## src/hdl/brg_pkg.sv

```systemverilog
// brg_pkg: shared constants, request/result structs, codes and the
// controller/datapath interface structs for the exp-golomb bit reader.
// no dependencies.
`default_nettype none

package brg_pkg;

    localparam int STORE_BYTES = 4096;
    localparam int ADDR_W      = $clog2(STORE_BYTES);
    localparam int CNT_W       = $clog2(STORE_BYTES + 1);
    localparam int SEEK_W      = 13;
    localparam int WIDTH_W     = 6;
    localparam int HOLD_W      = 40;
    localparam int HELD_W      = 6;
    localparam int BL_W        = CNT_W + 4;
    localparam int CMP_W       = (CNT_W > SEEK_W) ? CNT_W : SEEK_W;
    localparam int BYTE_BITS   = 8;

    typedef struct packed {
        logic [2:0]         operation;
        logic [7:0]         byte_value;
        logic [WIDTH_W-1:0] bit_width;
        logic [SEEK_W-1:0]  seek_position;
    } t_request;

    typedef struct packed {
        logic [31:0] value;
        logic [1:0]  status;
    } t_result;

    typedef enum logic [2:0] {
        OP_APPEND = 3'd0,
        OP_READ   = 3'd1,
        OP_PEEK   = 3'd2,
        OP_UE     = 3'd3,
        OP_SE     = 3'd4,
        OP_SEEK   = 3'd5,
        OP_CLEAR  = 3'd6
    } t_op;

    typedef enum logic [1:0] {
        ST_OK     = 2'd0,
        ST_SHORT  = 2'd1,
        ST_PREFIX = 2'd2,
        ST_FULL   = 2'd3
    } t_status;

    typedef enum logic [1:0] {
        RES_ZERO = 2'd0,
        RES_BITS = 2'd1,
        RES_UE   = 2'd2,
        RES_SE   = 2'd3
    } t_res;

    typedef enum logic [2:0] {
        S_IDLE     = 3'd0,
        S_DISPATCH = 3'd1,
        S_FILL     = 3'd2,
        S_SCAN     = 3'd3,
        S_SUFFIX   = 3'd4
    } t_state;

    typedef struct packed {
        logic    load;
        logic    append;
        logic    seek;
        logic    clear;
        logic    fetch;
        logic    scan;
        logic    consume;
        logic    emit;
        logic    no_suffix;
        t_res    kind;
        t_status status;
    } t_dp_cmd;

    typedef struct packed {
        logic [2:0] op;
        logic       full;
        logic       rd_bad;
        logic       short_bits;
        logic       have;
        logic       need_fetch;
        logic       pend;
        logic       held_zero;
        logic       more_bytes;
        logic       scan_hit;
        logic       left_zero;
        logic       want_big;
        logic       want_zero;
    } t_dp_stat;

endpackage

`default_nettype wire

```

## src/hdl/brg_ctrl.sv

```systemverilog
// brg_ctrl: request sequencer for the exp-golomb bit reader; issues
// datapath commands and the result strobe. uses brg_pkg.
`default_nettype none

module brg_ctrl (
    input  wire logic              i_clk,
    input  wire logic              i_rst_n,
    input  wire logic              i_start,
    input  wire brg_pkg::t_dp_stat i_stat,
    output brg_pkg::t_dp_cmd       o_cmd,
    output logic                   o_busy,
    output logic                   o_strobe
);

    brg_pkg::t_state r_state, n_state;
    logic            r_strobe;

    always_comb begin
        n_state = r_state;
        case (r_state)
            brg_pkg::S_IDLE: begin
                if (i_start) begin
                    n_state = brg_pkg::S_DISPATCH;
                end
            end
            brg_pkg::S_DISPATCH: begin
                case (i_stat.op)
                    brg_pkg::OP_READ, brg_pkg::OP_PEEK: begin
                        n_state = (i_stat.rd_bad || i_stat.short_bits) ?
                                  brg_pkg::S_IDLE : brg_pkg::S_FILL;
                    end
                    brg_pkg::OP_UE, brg_pkg::OP_SE: n_state = brg_pkg::S_SCAN;
                    default: n_state = brg_pkg::S_IDLE;
                endcase
            end
            brg_pkg::S_FILL: begin
                if (i_stat.have) begin
                    n_state = brg_pkg::S_IDLE;
                end
            end
            brg_pkg::S_SCAN: begin
                if (i_stat.held_zero) begin
                    if (!i_stat.pend && !i_stat.more_bytes) begin
                        n_state = brg_pkg::S_IDLE;
                    end
                end else if (i_stat.scan_hit) begin
                    n_state = brg_pkg::S_SUFFIX;
                end
            end
            brg_pkg::S_SUFFIX: begin
                if (i_stat.left_zero || i_stat.want_big || i_stat.want_zero ||
                    i_stat.short_bits) begin
                    n_state = brg_pkg::S_IDLE;
                end else begin
                    n_state = brg_pkg::S_FILL;
                end
            end
            default: n_state = brg_pkg::S_IDLE;
        endcase
    end

    always_comb begin
        o_cmd        = '0;
        o_cmd.kind   = brg_pkg::RES_ZERO;
        o_cmd.status = brg_pkg::ST_OK;
        case (r_state)
            brg_pkg::S_IDLE: begin
                o_cmd.load = i_start;
            end
            brg_pkg::S_DISPATCH: begin
                case (i_stat.op)
                    brg_pkg::OP_APPEND: begin
                        o_cmd.append = 1'b1;
                        o_cmd.emit   = 1'b1;
                        o_cmd.status = i_stat.full ? brg_pkg::ST_FULL : brg_pkg::ST_OK;
                    end
                    brg_pkg::OP_READ, brg_pkg::OP_PEEK: begin
                        if (i_stat.rd_bad || i_stat.short_bits) begin
                            o_cmd.emit   = 1'b1;
                            o_cmd.status = brg_pkg::ST_SHORT;
                        end
                    end
                    brg_pkg::OP_UE, brg_pkg::OP_SE: begin
                        o_cmd.emit = 1'b0;
                    end
                    brg_pkg::OP_SEEK: begin
                        o_cmd.seek = 1'b1;
                        o_cmd.emit = 1'b1;
                    end
                    brg_pkg::OP_CLEAR: begin
                        o_cmd.clear = 1'b1;
                        o_cmd.emit  = 1'b1;
                    end
                    default: begin
                        o_cmd.emit = 1'b1;
                    end
                endcase
            end
            brg_pkg::S_FILL: begin
                if (i_stat.have) begin
                    o_cmd.emit    = 1'b1;
                    o_cmd.consume = (i_stat.op != brg_pkg::OP_PEEK);
                    case (i_stat.op)
                        brg_pkg::OP_UE: o_cmd.kind = brg_pkg::RES_UE;
                        brg_pkg::OP_SE: o_cmd.kind = brg_pkg::RES_SE;
                        default:        o_cmd.kind = brg_pkg::RES_BITS;
                    endcase
                end else begin
                    o_cmd.fetch = i_stat.need_fetch;
                end
            end
            brg_pkg::S_SCAN: begin
                if (i_stat.held_zero) begin
                    // refill one byte at a time while hunting for the one bit
                    if (!i_stat.pend) begin
                        if (i_stat.more_bytes) begin
                            o_cmd.fetch = 1'b1;
                        end else begin
                            o_cmd.emit   = 1'b1;
                            o_cmd.status = brg_pkg::ST_SHORT;
                        end
                    end
                end else begin
                    o_cmd.scan = 1'b1;
                end
            end
            brg_pkg::S_SUFFIX: begin
                if (i_stat.left_zero) begin
                    o_cmd.emit   = 1'b1;
                    o_cmd.status = brg_pkg::ST_SHORT;
                end else if (i_stat.want_big) begin
                    o_cmd.emit   = 1'b1;
                    o_cmd.status = brg_pkg::ST_PREFIX;
                end else if (i_stat.want_zero) begin
                    o_cmd.emit = 1'b1;
                end else if (i_stat.short_bits) begin
                    // suffix cut short: code taken with an all-zero suffix
                    o_cmd.emit      = 1'b1;
                    o_cmd.no_suffix = 1'b1;
                    o_cmd.status    = brg_pkg::ST_SHORT;
                    o_cmd.kind      = (i_stat.op == brg_pkg::OP_SE) ?
                                      brg_pkg::RES_SE : brg_pkg::RES_UE;
                end
            end
            default: begin
                o_cmd.emit = 1'b0;
            end
        endcase
    end

    always_ff @(posedge i_clk) begin
        if (!i_rst_n) begin
            r_state  <= brg_pkg::S_IDLE;
            r_strobe <= 1'b0;
        end else begin
            r_state  <= n_state;
            r_strobe <= o_cmd.emit;
        end
    end

    assign o_busy   = (r_state != brg_pkg::S_IDLE);
    assign o_strobe = r_strobe;

    a_one_result: assert property (@(posedge i_clk) disable iff (!i_rst_n)
        (i_start && !o_busy) |=> !o_strobe)
        else $error("result strobe in the cycle after a request was taken");

    a_emit_ends: assert property (@(posedge i_clk) disable iff (!i_rst_n)
        o_cmd.emit |=> !o_busy)
        else $error("controller still busy after emitting a result");

endmodule

`default_nettype wire
```

## config.mk

```make
export PLATFORM = sky130hd
export DESIGN_NAME = brg_ctrl
export DESIGN_NICKNAME = d
export VERILOG_FILES = /design/src/hdl/brg_pkg.sv /design/src/hdl/brg_ctrl.sv
export SDC_FILE = /design/constraint.sdc
export NUM_CORES = 1
export LEC_CHECK = 0
export ABC_AREA = 0
export BUFFER_PORTS_ARGS = -buffer_cell sky130_fd_sc_hd__clkbuf_2
export CORE_AREA = 2 2 39 41
export DETAILED_ROUTE_END_ITERATION = 6
export DIE_AREA = 0 0 41 43
export GPL_ROUTABILITY_DRIVEN = 0
export GPL_TIMING_DRIVEN = 0
export HOLD_SLACK_MARGIN = 0.15
export PLACE_DENSITY = 0.76
export SKIP_CTS_REPAIR_TIMING = 1
export SLEW_MARGIN = 40
export SYNTH_ARGS = -nofsm -noshare
export SYNTH_HDL_FRONTEND = slang
export SYNTH_SLANG_ARGS = --single-unit
```

## constraint.sdc

```tcl
create_clock -name i_clk -period 2.5 [get_ports i_clk]
set_input_delay 0.375 -clock i_clk [delete_from_list [all_inputs] [get_ports i_clk]]
set_output_delay 0.375 -clock i_clk [all_outputs]
set_load 0.01 [all_outputs]
```

After elaboration in Yosys (flattened, before gate mapping)
Cells that the tools add are included. W data, S select, Z words.

Flip-flop bits (word level): 4. Input port bits: 18. Output and inout bits: 15. Word-level logic and storage cells: 80.

Equality and inequality tests: 15. Multiplexer cells: 50. Reduce and logical (&&, ||, !) cells: 13.

Operators by type and width (count): $mux W1 (24); $mux W3 (8); $pmux W2 S2 (4); $pmux W3 S5 (1); $mux W2 (7); $eq A3 B2 Y1 const B (4); $eq A3 B3 Y1 const B (4); $eq A3 B1 Y1 const B (2); $logic_not A3 Y1 (2); $mux W6 (1); $ne A3 B3 Y1 const B (2); $pmux W2 S3 (1); $mux W5 (1); $logic_or A1 B1 Y1 (4); $ne A2 B2 Y1 const B (2); $pmux W1 S2 (2); $pmux W1 S4 (1); $reduce_and A4 Y1 (1); $reduce_or A2 Y1 (2); $ne A3 B2 Y1 const B (1); $reduce_bool A3 Y1 (1); $logic_not A1 Y1 (2); $logic_and A1 B1 Y1 (1).

Logic depth before layout (Yosys ltp)
Gate-level depths: netlist of run 1.

Word-level depth: 7. Gate-level depth with buffers: 4. Depth with buffers taken out: 4.

Least setup slack after synthesis of run 1
Ideal clock, no wire load.

Path kind: reg-to-output. Start point: register r_state[0]. End point: output o_cmd[2] (netlist bit). Arrival: 1221 ps. Data required time: 2125 ps. Path slack: 904 ps. Stages on the path, launching flop included: 5. Buffers on the path: 0. Cells stage by stage: dfxtp_1 -> or3b_1 -> nor2_1 -> nand3_1 -> o21ai_1.

RTL lines: start, declared (line brg_ctrl.sv:15) `brg_pkg::t_state r_state, n_state;`; start signal, assigned (line brg_ctrl.sv:153) `r_state <= brg_pkg::S_IDLE;`; start signal, assigned (line brg_ctrl.sv:156) `r_state <= n_state;`; end, declared (line brg_ctrl.sv:10) `output brg_pkg::t_dp_cmd o_cmd,`.

==> flow_summary.yaml, run 1 <==
clocking:
  cts_buffer_depth: 2
  cts_inserted_buffers: 3
  cts_tree: "done"
  path_clk_slew_ns: 0.04
  htreeDepth: 1
  clkLatencyLatePin_ns: 0.23
  cts.sinks: 4
  cts_root_buf: "clkbuf_4"
job:
  cap_violations: 0
setup_path:
  cp-start-kind: "flop"
  r2r.worst_path.cells: 3
  cp-end-kind: "output pin"
  path_max_fanout: 8
  r2r_slack_ns: 1.24
  cp.arrival_ns: 1.62
  max_stage_delay_ns: 0.45
  crit_chain: "or3b_1 -> nor2_1 -> nand3_1 -> o21ai_1 -> clkbuf_2"
  timing.rr.end: "o_strobe"
  required_ns: 2.12
  cp_slowest_cell: "or3b_1"
  crit-reg2reg-launch: "r_state[0]"
  worstSetupPathType: "flop to output pin"
layout:
  drive_above_1_share: 0.408
  nets: 118
  syn_to_final_growth_pct: 47.8
  diodes: 0
  multi_input_area_sq_um: 325
  fill_cells: 143
  stdcell_count: 114
  regArea_sq_um: 80.1
yosys:
  post-synth-top-count-cell: "nand2_1"
  synth_flop_cell: "dfxtp_1"
  synth_enable_flop_cells: 0
  synthTopCellsByCount: "7 x nand2_1, 5 x inv_1, 5 x nor2_1"
  netlist.area_leader.share: 0.189
  syn-instance-count: 63
  synth_area_leaders: "dfxtp_1 19%, nand2_1 6.2%, nor2b_1 5.9%"
  syn_nets: 81
  synth-seq-cells: 4
  yosysSeqAreaShare: 0.189
  synth_cell_types: 30
  yosys_warnings: 0
  avgSynthCellArea_sq_um: 6.73
  syn_area_sq_um: 424
  synthArstFlopShare: 0
  synth_area_leader_cell: "dfxtp_1"
timing:
  period_share: 0.800
  rsz0062_at_grt: "no"
  period_needed_ns: 2.00
  clock.fmax_mhz: 500
  finalSetupViolations: 0
  worst_slack_ns: 0.501
  fin_worst_skew_ns: 0.000777
  maxSlewViolCount: 0
  tightest_slew_ns: 0.367
  hold_violations: 0
  tns_ns: 0
  relSlewSlack: 0.753
die:
  core_area_sq_mm: 0.00138
  die_x_microns: 41
  io-pin-count: 33
  die_area_sq_mm: 0.00176
  rows: 14
  start_util: 0.307
  die_h_microns: 43
placed_design:
  preCtsSetupSlack_ns: 0.731
  port_buffers: 32
  place_hpwl_microns: 990
  placed_cells: 111
routing:
  route.vias.total: 577
  dr.pass1.iters: 4
  wl_per_cell_microns: 10.3
  routed_wl_microns: 1170
  drt_iter0_markers: 6
  vias_per_cell: 5.06
  ant_nets: 0
  drc: 0
global_route:
  antenna_found_initial: 0
  grt_pass1_vias: 492
  grt_max_degree: 9
  grt_use_total: 0.141
  grt_pass1_wl_microns: 1750
  overflow: 0
hold_path:
  hp-class: "input port to flop"
  hold_path_depth: 2
  holdPathEnd: "r_state[2]"
  min-delay-start: "i_stat[3]"
power_and_ir_drop:
  peakVddDrop_v: 0.000220
  power_mw: 0.222
  p_leak_nw: 0.329
  power_density_mw_per_mm2: 355
status:
  status: "finished, final reports clean"
-- layout by cell type (no fill, tap or decap) --
cell type	synthesis	routed
a21o_2	1	1
a21oi_1	3	3
a21oi_2	1	1
a22oi_1	1	1
a31oi_1	1	1
and2_1	1	1
and3_1	1	1
and3_2	1	1
clkbuf_2	0	32
clkbuf_4	0	3
dfxtp_1	4	4
inv_1	5	5
nand2_1	7	7
nand2b_1	1	1
nand3_1	4	4
nand3b_1	2	2
nand4_1	1	1
nor2_1	5	5
nor2_2	1	1
nor2b_1	4	4
nor3_1	2	2
nor3b_1	2	2
nor4_1	2	2
o2111ai_1	1	1
o21a_1	3	3
o21ai_0	3	3
o21ai_1	1	1
o41a_1	1	1
or3_1	1	1
or3b_1	1	1
or4_4	1	1
xor2_1	1	1
-- final cells by class --
class / instances / share of cell area
well taps: 16 / 0.0319
inverters: 5 / 0.0299
flip-flops and latches: 4 / 0.128
clock buffers: 3 / 0.0359
repair buffers: 32 / 0.255
multi-input cells: 54 / 0.519
-- critical path: cells and delay by family, from the launching register on --
kind                   cells  cell delay, ns
AND/OR/NAND/NOR            3            0.73
flip-flops                 1            0.35
AO/OA/AOI/OAI              1            0.16
buffers and inverters      1            0.15
-- registers in the layout (all words and copies together), names as in the netlist --
signal    count
o_strobe      1
r_state       3
-- power by group --
group	total (mW)	internal (mW)	switching, mW
sequential	0.0717	0.0678	0.00384
combinational	0.0698	0.0314	0.0384
clock	0.0808	0.0537	0.0271
total	0.222	0.153	0.0693
-- per-layer routing --
metal	GRT usage	up-vias	wire length, microns
met3	0.0314	0	59
met2	0.228	16	603
li1	-	300	-
met4	0.0667	0	0
met5	0	-	0
met1	0.167	261	507
-- cell families after synthesis --
family                 count (synthesis)  synth area share
AND/OR/NAND/NOR                       37             0.490
flip-flops                             4             0.189
XOR/XNOR                               1            0.0207
AO/OA/AOI/OAI                         16             0.257
buffers and inverters                  5            0.0443
-- stage by stage --
stage / utilization / cell area [sq um] / hold WS, ns
final: 0.453 / 627 / 0.379
after global routing: 0.453 / 627 / 0.382
after floorplan: - / 424 / 0.484
after detailed placement: 0.437 / 604 / 0.622
after CTS: 0.453 / 627 / 0.372
after global placement: 0.437 / 604 / 0.619
-- worst max path at each step --
stage | endpoint | slack [ns] | startpoint
global placement | o_cmd[5] | 0.74 | i_stat[13]
global route | o_cmd[2] | 0.41 | r_state[0]
floorplan | o_cmd[2] | 0.90 | r_state[0]
detailed placement | o_cmd[5] | 0.73 | i_stat[13]
CTS | o_cmd[2] | 0.49 | r_state[0]
finish | o_cmd[2] | 0.50 | r_state[0]
No activity file was read; power rests on OpenSTA's default activity.
==> run 2, diff against run 1 <==
==> constraint.sdc (replaced) <==
create_clock -name i_clk -period 2 [get_ports i_clk]
set_input_delay 0.3 -clock i_clk [delete_from_list [all_inputs] [get_ports i_clk]]
set_output_delay 0.3 -clock i_clk [all_outputs]
set_load 0.01 [all_outputs]
==> flow_summary.yaml, run 2 (synthesized netlist as in run 1, its figures left out) <==
setup_path:
  r2r_slack_ns: 0.77
  cp.arrival_ns: 1.60
  crit-reg2reg-launch: "r_state[0]"
  r2r.worst_path.cells: 3
  worstSetupPathType: "flop to output pin"
  crit_chain: "or3b_4 -> nor2_1 -> nand3_1 -> o21ai_1 -> clkbuf_2"
  path_max_fanout: 8
  cp_slowest_cell: "or3b_4"
  max_stage_delay_ns: 0.43
  required_ns: 1.70
  timing.rr.end: "o_strobe"
  cp-start-kind: "flop"
  cp-end-kind: "output pin"
layout:
  final_design_area_no_fill_sq_um: 629
  largest_reg_flops: 3
  fill_cells: 142
  top_register: "r_state"
  nets: 118
  layout_commonest_cell: "clkbuf_2"
  final_cell_mix: "32 x clkbuf_2, 7 x nand2_1, 5 x nor2_1, 5 x inv_1"
  diodes: 0
  fin_util: 0.455
  syn_to_final_growth_pct: 48.4
  drive_above_1_share: 0.418
placed_design:
  preCtsSetupSlack_ns: 0.325
  place_hpwl_microns: 990
  port_buffers: 32
  place_area_sq_um: 604
timing:
  relSlewSlack: 0.753
  rsz0062_at_grt: "no"
  maxSlewViolCount: 0
  fin_worst_skew_ns: 0.000777
  finalSetupViolations: 0
  tightest_slew_ns: 0.367
  period_share: 0.948
  clock.fmax_mhz: 527
  tns_ns: 0
  period_needed_ns: 1.90
  hold_violations: 0
  worst_slack_ns: 0.104
routing:
  ant_nets: 0
  drc: 0
  routed_wl_microns: 1170
  route.vias.total: 577
  vias_per_cell: 5.06
  drt_iter0_markers: 6
  wl_per_cell_microns: 10.3
  dr.pass1.iters: 4
clocking:
  cts_inserted_buffers: 3
  path_clk_slew_ns: 0.04
  htreeDepth: 1
  cts_tree: "done"
  cts_buffer_depth: 2
  clkLatencyLatePin_ns: 0.23
  cts.sinks: 4
  cts_root_buf: "clkbuf_4"
power_and_ir_drop:
  peakVddDrop_v: 0.000280
  power_density_mw_per_mm2: 442
  p_leak_nw: 0.332
die:
  die_area_sq_mm: 0.00176
  rows: 14
  core_area_sq_mm: 0.00138
  die_h_microns: 43
  io-pin-count: 33
  die_x_microns: 41
  start_util: 0.307
status:
  status: "finished, final reports clean"
global_route:
  grt_pass1_wl_microns: 1750
  grt_use_total: 0.141
  grt_pass1_vias: 492
  grt_max_degree: 9
  overflow: 0
  antenna_found_initial: 0
hold_path:
  min-delay-start: "i_stat[3]"
  hold_path_depth: 2
  holdPathEnd: "r_state[2]"
  hp-class: "input port to flop"
job:
  cap_violations: 0
## run 2: cell types whose count changed in the layout (fill, tap and decap cells not counted)
cell    change
or3b_1      -1
or3b_4      +1
## run 2: layout make-up
cell class	count	area [sq um]	area share
Multi-Input combinational cell	54	328	0.521
Timing Repair Buffer	32	160	0.254
Sequential cell	4	80.1	0.127
Clock buffer	3	22.5	0.0358
Tap cell	16	20.0	0.0318
Inverter	5	18.8	0.0298
## run 2: per-stage QoR
step                instances  hold slack [ns]  total power, mW
finish                    114            0.304            0.278
global route              114            0.307            0.299
detailed placement        111            0.547            0.178
CTS                       114            0.297            0.286
floorplan                  63            0.409            0.134
global placement          111            0.544            0.176
## run 2: critical path: cells and delay by family, from the launching register on
family	cells	cell delay, ns
AO/OA/AOI/OAI	1	0.16
AND/OR/NAND/NOR	3	0.70
buffers and inverters	1	0.15
flip-flops	1	0.36
## run 2: worst max-delay path by stage
stage          slack [ns]        from        to  cells past startpoint
2_1_floorplan        0.48  r_state[0]  o_cmd[2]                      4
3_3_place_gp         0.35  r_state[0]  o_cmd[2]                      5
3_5_place_dp         0.33  r_state[0]  o_cmd[2]                      5
4_1_cts              0.06  r_state[0]  o_cmd[2]                      5
5_1_grt              0.01  r_state[0]  o_cmd[2]                      5
6_report             0.10  r_state[0]  o_cmd[2]                      5
## run 2: per-layer routing
| layer | up-vias | wire length (microns) | part of all wire | track usage |
|---|---|---|---|---|
| met2 | 16 | 602 | 0.51 | 0.228 |
| met1 | 261 | 507 | 0.43 | 0.167 |
| li1 | 300 | - | - | - |
| met5 | - | 0 | 0 | 0 |
| met3 | 0 | 59 | 0.050 | 0.0314 |
| met4 | 0 | 0 | 0 | 0.0667 |
## run 2: report_power, final
group	internal (mW)	switching, mW	leakage (nW)	total [mW]
combinational	0.0393	0.0480	0.285	0.0873
clock	0.0672	0.0339	0.0138	0.101
sequential	0.0848	0.00503	0.0327	0.0898
